### config.mk
export PLATFORM = sky130hd
export DESIGN_NAME = delta_range_encode_key_selector_unit
export DESIGN_NICKNAME = d
export VERILOG_FILES = /design/src/rtl/core/drek_pkg.sv /design/src/rtl/core/delta_range_encode_key_selector_unit.sv /design/src/rtl/core/drek_step.sv
export SDC_FILE = /design/constraint.sdc
export NUM_CORES = 1
export LEC_CHECK = 0
export ABC_AREA = 1
export BUFFER_PORTS_ARGS = -buffer_cell sky130_fd_sc_hd__buf_2
export CAP_MARGIN = 30
export CELL_PAD_IN_SITES_DETAIL_PLACEMENT = 1
export CELL_PAD_IN_SITES_GLOBAL_PLACEMENT = 1
export CORE_MARGIN = 2
export CORE_UTILIZATION = 45
export CTS_CLUSTER_DIAMETER = 200
export DETAILED_ROUTE_END_ITERATION = 6
export PLACE_DENSITY_LB_ADDON = 0.05
export SYNTH_ARGS = -nofsm -noshare
export SYNTH_HDL_FRONTEND = slang
export SYNTH_SLANG_ARGS = --single-unit
### constraint.sdc
create_clock -name clock -period 5.95 [get_ports clock]
set_clock_uncertainty 0.15 [all_clocks]
set_input_delay 0.595 -clock clock [delete_from_list [all_inputs] [get_ports clock]]
set_output_delay 0.595 -clock clock [all_outputs]
set_load 0.02 [all_outputs]
### src/rtl/core/drek_pkg.sv
package drek_pkg;

   localparam int SAMPLE_WIDTH = 8;
   localparam int KEY_WIDTH    = 5;
   localparam int STEP_WIDTH   = 5;
   localparam int COUNT_WIDTH  = 16;

   // Largest step size that keeps delta coding alive.
   localparam logic [SAMPLE_WIDTH-1:0] STEP_LIMIT = 8'd26;

   // Range ladder thresholds on the larger maximum step.
   localparam logic [STEP_WIDTH-1:0] STEP_FLAT_MAX  = 5'd1;
   localparam logic [STEP_WIDTH-1:0] STEP_SMALL_MAX = 5'd5;
   localparam logic [STEP_WIDTH-1:0] STEP_R6_MAX    = 5'd6;
   localparam logic [STEP_WIDTH-1:0] STEP_R10_MAX   = 5'd10;
   localparam logic [STEP_WIDTH-1:0] STEP_R12_MAX   = 5'd12;
   localparam logic [STEP_WIDTH-1:0] STEP_R20_MAX   = 5'd20;

   // Encode keys.
   localparam logic [KEY_WIDTH-1:0] KEY_REJECT = 5'd0;
   localparam logic [KEY_WIDTH-1:0] KEY_FLAT   = 5'd1;
   localparam logic [KEY_WIDTH-1:0] KEY_R6     = 5'd10;
   localparam logic [KEY_WIDTH-1:0] KEY_R10    = 5'd12;
   localparam logic [KEY_WIDTH-1:0] KEY_R12    = 5'd14;
   localparam logic [KEY_WIDTH-1:0] KEY_R20    = 5'd16;
   localparam logic [KEY_WIDTH-1:0] KEY_R26    = 5'd18;
   localparam logic [KEY_WIDTH-1:0] KEY_MAX    = KEY_R26;

   typedef struct packed {
      logic [SAMPLE_WIDTH-1:0] prev;
      logic                    have_prev;
      logic [STEP_WIDTH-1:0]   max_rise;
      logic [STEP_WIDTH-1:0]   max_fall;
      logic [COUNT_WIDTH-1:0]  cnt_rise;
      logic [COUNT_WIDTH-1:0]  cnt_fall;
      logic                    rejected;
   } drek_stat_type;

   // Map buffer statistics onto the range ladder.
   function automatic logic [KEY_WIDTH-1:0] pick_key(input drek_stat_type st);
      logic [STEP_WIDTH-1:0] m;
      logic                  odd;
      logic [KEY_WIDTH-1:0]  key;
      m   = (st.max_rise >= st.max_fall) ? st.max_rise : st.max_fall;
      odd = (st.cnt_fall > st.cnt_rise);
      if (st.rejected) begin
         key = KEY_REJECT;
      end else if (m <= STEP_FLAT_MAX) begin
         key = KEY_FLAT;
      end else if (m <= STEP_SMALL_MAX) begin
         key = {m[3:0] - 4'd1, odd};
      end else if (m <= STEP_R6_MAX) begin
         key = KEY_R6 | {4'd0, odd};
      end else if (m <= STEP_R10_MAX) begin
         key = KEY_R10 | {4'd0, odd};
      end else if (m <= STEP_R12_MAX) begin
         key = KEY_R12 | {4'd0, odd};
      end else if (m <= STEP_R20_MAX) begin
         key = KEY_R20 | {4'd0, odd};
      end else begin
         key = KEY_R26;
      end
      return key;
   endfunction

endpackage

### src/rtl/core/delta_range_encode_key_selector_unit.sv
// Delta range encode key selector.
//
// req channel: one bucket byte per word (req_sample) with req_last on the
// final byte of a buffer. A word is taken at an edge where req_valid is high
// and req_stall is low. Bytes may arrive in every cycle.
// rsp channel: one word per buffer, rsp_encode_key in 0..18, 0 when some
// step between neighboring bytes exceeded 26.
//
// A final byte goes from the input register through the step/update stage
// into the result register. Throughput: one byte per cycle unless a final
// byte waits on a stalled result, set by the single step/update stage.
//
// Reset (synchronous, active high) drops both pipeline valids and clears the
// buffer statistics, so the first byte after reset starts a new buffer.
//
// When the receiver stalls, the result register holds. Non-final bytes keep
// flowing; only a final byte waits in the input register until the pending
// key is taken, and req_stall rises for that time.
module delta_range_encode_key_selector_unit (
   input  logic                              clock,
   input  logic                              reset,
   input  logic                              req_valid,
   output logic                              req_stall,
   input  logic [drek_pkg::SAMPLE_WIDTH-1:0] req_sample,
   input  logic                              req_last,
   output logic                              rsp_valid,
   input  logic                              rsp_stall,
   output logic [drek_pkg::KEY_WIDTH-1:0]    rsp_encode_key
);
   import drek_pkg::*;

   // Input register.
   logic                    in_valid_ff;
   logic [SAMPLE_WIDTH-1:0] in_sample_ff;
   logic                    in_last_ff;

   // Running statistics of the current buffer.
   drek_stat_type           stat_ff;
   drek_stat_type           stat_in;

   // Result register.
   logic                    rsp_valid_ff;
   logic [KEY_WIDTH-1:0]    rsp_key_ff;
   logic [KEY_WIDTH-1:0]    key_in;

   logic                    advance;
   logic                    fire;

   drek_step u_step (
      .stat      (stat_ff),
      .sample    (in_sample_ff),
      .stat_next (stat_in),
      .key       (key_in)
   );

   // A final byte may only advance when the result register is free or
   // being emptied this cycle.
   assign advance   = !(in_last_ff && rsp_valid_ff && rsp_stall);
   assign fire      = in_valid_ff && advance;
   assign req_stall = in_valid_ff && !advance;

   always_ff @(posedge clock) begin
      if (reset) begin
         in_valid_ff  <= 1'b0;
         rsp_valid_ff <= 1'b0;
         stat_ff      <= '0;
      end else begin
         if (!req_stall) in_valid_ff <= req_valid;
         // Advance statistics; drop them at the end of a buffer.
         if (fire) stat_ff <= in_last_ff ? '0 : stat_in;
         if (fire && in_last_ff) begin
            rsp_valid_ff <= 1'b1;
         end else if (!rsp_stall) begin
            rsp_valid_ff <= 1'b0;
         end
      end
   end

   // Payload registers: hold while stalled.
   always_ff @(posedge clock) begin
      if (req_valid && !req_stall) begin
         in_sample_ff <= req_sample;
         in_last_ff   <= req_last;
      end
      if (fire && in_last_ff) rsp_key_ff <= key_in;
   end

   assign rsp_valid      = rsp_valid_ff;
   assign rsp_encode_key = rsp_key_ff;

endmodule

### src/rtl/core/drek_step.sv
module drek_step (
   input  drek_pkg::drek_stat_type               stat,
   input  logic [drek_pkg::SAMPLE_WIDTH-1:0]     sample,
   output drek_pkg::drek_stat_type               stat_next,
   output logic [drek_pkg::KEY_WIDTH-1:0]        key
);
   import drek_pkg::*;

   logic                    rise;
   logic [SAMPLE_WIDTH-1:0] diff;
   logic                    over;
   logic                    active;
   logic [STEP_WIDTH-1:0]   step;

   assign rise   = (sample >= stat.prev);
   assign diff   = rise ? (sample - stat.prev) : (stat.prev - sample);
   assign over   = (diff > STEP_LIMIT);
   assign active = stat.have_prev && !stat.rejected;
   assign step   = diff[STEP_WIDTH-1:0];

   always_comb begin
      stat_next           = stat;
      stat_next.prev      = sample;
      stat_next.have_prev = 1'b1;
      if (active) begin
         if (over) begin
            stat_next.rejected = 1'b1;
         end else if (rise) begin
            if (step > stat.max_rise) stat_next.max_rise = step;
            if ((diff == 8'd1) && (stat.cnt_rise != '1)) begin
               stat_next.cnt_rise = stat.cnt_rise + 1'b1;
            end
         end else begin
            if (step > stat.max_fall) stat_next.max_fall = step;
            if ((diff == 8'd1) && (stat.cnt_fall != '1)) begin
               stat_next.cnt_fall = stat.cnt_fall + 1'b1;
            end
         end
      end
   end

   assign key = pick_key(stat_next);

endmodule

# Word-level counts from Yosys, hierarchy flattened
# Index checks and enable logic that the tools add are counted.
[word_totals]
out_inout_bits = 7
register_bits = 68
word_cells = 69
in_bits = 13
[op_classes]
mux = 22
n_lt_le_gt_ge = 12
n_addsub = 5
reduce_logical = 13
eq_ne = 4
[ops]
columns = ["op", "n"]
rows = [
  ["16-bit 2-to-1 mux", 4],
  ["52-bit 2-to-1 mux", 1],
  ["5-bit 2-to-1 mux", 9],
  ["43-bit 2-to-1 mux", 1],
  ["42-bit 2-to-1 mux", 1],
  ["16-bit by 1-bit adder with 16-bit output, second input constant", 2],
  ["16-bit inequality test, second input constant", 2],
  ["16-bit > comparator", 1],
  ["8-bit subtractor", 2],
  ["5-bit > comparator", 2],
  ["5-bit by 3-bit less-or-equal comparator with 1-bit output, second input constant", 2],
  ["5-bit by 4-bit less-or-equal comparator with 1-bit output, second input constant", 2],
  ["1-bit logical AND", 9],
  ["8-bit by 1-bit == test with 1-bit output, second input constant", 1],
  ["8-bit greater-or-equal comparator", 1],
  ["8-bit by 5-bit > comparator with 1-bit output, second input constant", 1],
  ["8-bit 2-to-1 mux", 1],
  ["5-bit greater-or-equal comparator", 1],
  ["5-bit by 1-bit less-or-equal comparator with 1-bit output, second input constant", 1],
  ["5-bit less-or-equal comparator, second input constant", 1],
  ["1-bit 2-to-1 mux", 4],
  ["4-bit by 1-bit subtractor with 4-bit output, second input constant", 1],
  ["1-bit logical NOT", 3],
  ["2-bit 2-to-1 mux", 1],
  ["2 further kinds", 2],
]

# Longest topological paths before layout
[logic_depth]
word_depth = 17
depth_mapped = 44

# Cells and area by module
# Synthesis repeated with hierarchy kept, for this count alone.
[hier_totals]
cells_unflattened = 855
hier_area_um2 = 5813.1
[modules_own_cells]
columns = ["mod", "area_per_inst_um2", "seq_area_each_um2", "n_inst", "cells_each"]
rows = [
  ["drek_step", 3440.8, 0.0, 1, 601],
  ["delta_range_encode_key_selector_unit", 2372.3, 1501.4, 1, 254],
]

# Worst setup path before layout
# No wires, ideal clock.
[synth_path]
path_type = "reg2reg"
from = "reg in_sample_ff[0]"
to = "reg rsp_key_ff[1] (netlist: rsp_encode_key[1]), data pin"
n_path_buf = 1
stages_incl_launch_ff = 34
t_required_ns = 5.541
synth_period_minus_slack_ns = 5.361
setup_ns = 0.259
setup_slack_ns = 0.589
t_arrival_ns = 4.953
path_cell_list = "edfxtp_1 -> inv_1 -> ha_1 -> inv_1 -> fa_1 -> nand3_1 -> nand2_2 -> nand2_1 -> nand3_4 -> o21ai_2 -> inv_1 -> ha_1 -> nand2_1 -> nor2_1 -> nand2_1 -> o211ai_1 -> nand2_1 -> a21oi_1 -> nand4_1 -> nand2_1 -> and2_1 -> ha_1 -> a21o_1 -> a221oi_1 -> and3_1 -> clkbuf_1 -> inv_1 -> nand3_1 -> nand2_2 -> ha_1 -> inv_1 -> nand3_2 -> o21ai_0 -> a21oi_1"
[synth_via]
elab_chain_cells = 15
word_cells_on_any_way = 29
classes_between = "3 x add/sub; 11 x order compare; 14 x mux; 1 x reduce/logical"
[synth_rtl]
columns = ["item", "line", "rtl"]
rows = [
  ["start, declared", "delta_range_encode_key_selector_unit.sv:34", "logic [SAMPLE_WIDTH-1:0] in_sample_ff;"],
  ["start signal, assigned", "delta_range_encode_key_selector_unit.sv:82", "in_sample_ff <= req_sample;"],
  ["8-bit subtractor / 8-bit greater-or-equal comparator (equally long branches)", "drek_step.sv:16, drek_step.sv:15", ""],
  ["8-bit 2-to-1 mux", "drek_step.sv:16", "assign diff = rise ? (sample - stat.prev) : (stat.prev - sample);"],
  ["5-bit > comparator, on equally long branches", "drek_step.sv:29, drek_step.sv:34", ""],
  ["5-bit 2-to-1 mux, on equally long branches", "drek_step.sv:29, drek_step.sv:34", ""],
  ["5-bit 2-to-1 mux", "drek_step.sv:28", "end else if (rise) begin"],
  ["42-bit 2-to-1 mux", "drek_step.sv:26", "if (over) begin"],
  ["43-bit 2-to-1 mux (*)", "drek_step.sv:25", "if (active) begin"],
  ["5-bit greater-or-equal comparator", "drek_pkg.sv:44", "m = (st.max_rise >= st.max_fall) ? st.max_rise : st.max_fall;"],
  ["5-bit 2-to-1 mux", "drek_pkg.sv:44", ""],
  ["5-bit less-or-equal comparator", "drek_pkg.sv:58", "end else if (m <= STEP_R20_MAX) begin"],
  ["2-bit 2-to-1 mux", "drek_pkg.sv:58", ""],
  ["5-bit 2-to-1 mux", "drek_pkg.sv:56", "end else if (m <= STEP_R12_MAX) begin"],
  ["5-bit 2-to-1 mux", "drek_pkg.sv:54", "end else if (m <= STEP_R10_MAX) begin"],
  ["5-bit 2-to-1 mux", "drek_pkg.sv:52", "end else if (m <= STEP_R6_MAX) begin"],
  ["5-bit 2-to-1 mux", "drek_pkg.sv:50", "end else if (m <= STEP_SMALL_MAX) begin"],
  ["end signal, assigned", "delta_range_encode_key_selector_unit.sv:85", "if (fire && in_last_ff) rsp_key_ff <= key_in;"],
  ["end, declared", "delta_range_encode_key_selector_unit.sv:43", "logic [KEY_WIDTH-1:0] rsp_key_ff;"],
]
# Mark *: on every way between the ends. The rest lies on a longest branch, timed or not.
# A chain may end at the register's enable or synchronous reset.

# Final worst setup path
# Ends and elaborated chain as after synthesis.

==> results <==
- The top cell type by total area after synthesis is dfxtp_1.
- The H-tree level count is 3.
- By instance count, the cell type seen most on the critical path is nand2_1.
- Routability-driven placement finished with a final weighted congestion of 0.887.
- The pre-antenna-repair detailed-routing pass consisted of 4 iterations.
- The path class of the lowest-slack min-delay path is in2reg.
- The synthesized netlist contains 45 unique library cells.
- The relative slew slack is 0.387.
- The capturing element type of the critical path is a register.
- On the critical path, the stage with the largest delay is an instance of edfxtp_1.
- In this run, the number of DRC markers left after iteration 0 of detailed routing was 270.
- Dividing the detail-routed wire length by the instance count gives 15.2 um.
- STA classifies the critical path startpoint as a register.
- The count of endpoints failing hold in the final timing report is 0.
- The height of the die is 115 um.
- The number of hold-repair buffers added at the cts stage is 0.
- During synthesis, Yosys emitted a total of 0 warnings.
- The overall power after layout is 1.36 mW.
- The cell with the most instances after synthesis is nand2_1.
- Ranked by instance count, the synthesized netlist is headed by nand2_1 (283), inv_1 (133), a21oi_1 (76).
- Across the VDD grid, the largest voltage drop is 166 uV.
- Sorting the synthesized cells by area gives the leading types as dfxtp_1 (19%), nand2_1 (19%), ha_1 (11%).
- The number of fill cells in the layout is 1629.
- Dividing the final minimum period by the clock period gives 0.935.
- The worst-path maximum fanout is 5.
- The layout net count is 945.
- The cell count of the worst reg-to-reg path is 35.
- The die boundary width is 115 um.
- Across the whole layout, storage elements account for 1500 um2.
- Clock tree synthesis selected as its root buffer the cell clkbuf_16.
- Entering global routing, the biggest net connects 55 pins.
- Clock latency on the worst-skew pair, taken at its later pin, is 340 ps.
- After floorplanning, the core was sized to cover 12100 um2.
- 0 antenna diodes ended up in the layout.
- When the netlist entered floorplanning its net count stood at 920.
- The class of the most critical setup path is reg2reg.
- At the placement stage, the worst setup path has a slack of -17.2 ps.
- The number of antenna violations at the first check in global routing is 0.
- The clock slew seen by the registers of the worst setup and hold paths is 60 ps.
- The remaining antenna violation count is 0.
- For the pin with the worst max-slew slack, the measured transition is 916 ps.
- In the final layout, the multi-input gates occupy 3510 um2.
- The synthesized flop and latch total is 68.
- The count of unresolved DRC violations after routing is 0.
- The count of standard-cell rows is 40.
- The mapped netlist covers 5570 um2.
- The number of max-slew violations in the final report is 0.
- The clock sink count is 68.
- The total clock buffers created by CTS is 9.
- In this run the worst setup path begins at in_sample_ff[0].
- The first global-routing pass estimated 26.9 mm of wire.
- The endpoint of the worst register-to-register path is rsp_encode_key[1].
- The clock passes through at most 2 buffers.
- The global-route total usage across every layer is 0.254.
- The average cell area after synthesis is 6.51 um2.
- In the synthesized netlist the dominant register cell turns out to be dfxtp_1.
- The floorplan step defined a die boundary enclosing 13300 um2.
- STA puts the critical path data required time at 5890 ps.
- Setup violations remaining at the end of the flow were counted as 0.
- The flow ran to the end, and the final reports show no timing, DRC or antenna violations.
- The critical path's largest stage delay is 400 ps.
- The final route contains 5523 vias.
- The worst setup slack for register-to-register paths is 390 ps.
- The share of synthesized area in the top cell type comes to 0.194.
- Of the synthesized area, sequential elements account for 0.270.
- For this design the ratio of total power to cell area is 216 nW/um2.
- Synthesis produced a netlist whose cell count is 855.
- The number of global-route vias before repair is 5853.
- The area growth from synthesis to final layout is 13.1%.
- Max-cap violations in this run came to 0.
- In the synthesized netlist the async set-or-reset flop fraction comes to 0.
- The arrival time at the worst endpoint is 5500 ps.
- The overall routed net length is 16.0 mm.
- The startpoint of the worst-slack reg-to-reg timing path is in_sample_ff[0].
- The share of post-route cells with drive strength above 1 is 0.122.
- The timing endpoint of the critical path is rsp_encode_key[1].
- The minimum period implied by the final worst setup slack is 5560 ps.
- The setup slack after layout is 389 ps.
- The analysis attributes to cell leakage a power of 2.93 nW.
- The number of flops mapped to enable cells by yosys is 14.
- The clock tree from TritonCTS is yes.
- The number of primary I/O pins is 20.
- The sum of overflow across all layers after global routing is 0.
- Static timing analysis puts the maximum clock frequency at 180 MHz.
- The half-perimeter wire length of the detailed placement result is 12.0 mm.
- The initial utilization of the core area, before any placement, comes to 0.462.
- In the routed layout, each cell is associated on average with a via count of 5.25.
- During placement, the flow inserted port buffers numbering 19.
- In the final timing run, aggregate negative setup slack is 0 ps.
placed cells by master (no fill, tap or decap), types with 3 or more instances in the layout:
cell | synthesis | final
a21oi_1 | 76 | 74
a21oi_2 | 2 | 3
buf_2 | 2 | 19
buf_4 | 0 | 17
bufinv_16 | 0 | 3
clkbuf_16 | 0 | 9
dfxtp_1 | 54 | 54
edfxtp_1 | 14 | 14
ha_1 | 50 | 46
ha_2 | 0 | 4
inv_1 | 133 | 132
inv_2 | 5 | 6
nand2_1 | 283 | 281
nand2_2 | 14 | 16
nand3_1 | 71 | 70
nand3_2 | 2 | 3
nand4_1 | 8 | 8
nor2_1 | 31 | 28
nor2_4 | 3 | 5
nor3_1 | 12 | 12
nor3_2 | 3 | 3
nor4_1 | 5 | 5
o211ai_1 | 3 | 3
o21ai_0 | 11 | 11
or2_2 | 3 | 3
xnor2_2 | 3 | 3
xor2_1 | 21 | 21
routing by layer:
metal | part of all wire | track usage | vias up
met5 | 0 | 0 | -
met4 | 0.018 | 0.0827 | 0
met3 | 0.017 | 0.0290 | 24
met2 | 0.51 | 0.475 | 59
met1 | 0.45 | 0.301 | 2669
li1 | - | - | 2771
sequential cells by signal, summed over array words and instances (netlist names):
| signal | cells |
|---|---|
| in_last_ff | 1 |
| in_sample_ff | 8 |
| in_valid_ff | 1 |
| rsp_encode_key | 5 |
| rsp_valid | 1 |
| stat_ff | 52 |
area by class of cell:
type                    count  share of cell area
multi-input cells         626               0.557
well taps                 168              0.0334
inverters                 139              0.0831
flip-flops and latches     68               0.238
clock buffers              10              0.0364
clock inverters             6              0.0163
repair buffers             36              0.0354
worst max-delay path: cells and delay by family, from the launching register on:
family	cells	cell delay (ps)
and+or+nand+nor	20	2370
AOI/OAI and AO/OA	5	740
DFF	1	400
buffers and inverters	5	410
adders and majority gates	5	1240
what timing repair did:
action,4_1_cts,5_1_grt
buffers inserted,3,7
setup endpoints to repair,5,5
endpoints found under the hold margin,0,0
pin swaps,1,7
gates resized for setup,2,16
metrics by stage:
| stage | cell area [um2] | hold WS, ps | utilization | cells |
|---|---|---|---|---|
| global route | 6300 | 273 | 0.522 | 1053 |
| global placement | 5830 | 305 | 0.483 | 1027 |
| detailed placement | 5830 | 309 | 0.483 | 1027 |
| floorplan | 5570 | 295 | - | 855 |
| CTS | 6190 | 271 | 0.513 | 1046 |
| finish | 6300 | 279 | 0.522 | 1053 |
worst min-delay path by stage:
stage | depth (start not counted) | slack, ps | start | to
6_report | 1 | 280 | req_sample[1] | in_sample_ff[1]
5_1_grt | 1 | 270 | req_sample[7] | in_sample_ff[7]
4_1_cts | 1 | 270 | req_sample[5] | in_sample_ff[5]
3_5_place_dp | 2 | 310 | stat_ff[36] | stat_ff[36]
3_3_place_gp | 2 | 300 | stat_ff[29] | stat_ff[29]
2_1_floorplan | 2 | 300 | stat_ff[16] | stat_ff[16]
cell families after synthesis:
group / after synthesis / synth area share
AO/OA/AOI/OAI: 101 / 0.0977
XOR/XNOR: 24 / 0.0418
adder cells (fa/ha/maj): 52 / 0.120
buffers and inverters: 161 / 0.113
flip-flops: 68 / 0.270
multiplexers: 1 / 0.00180
AND/OR/NAND/NOR: 448 / 0.356
report_power, final:
part / switching, mW / internal (mW) / total, mW
Clock: 0.212 / 0.406 / 0.619
Combinational: 0.170 / 0.0860 / 0.256
Sequential: 0.00640 / 0.481 / 0.488
Total: 0.389 / 0.973 / 1.36
No activity file was read; power rests on OpenSTA's default activity.
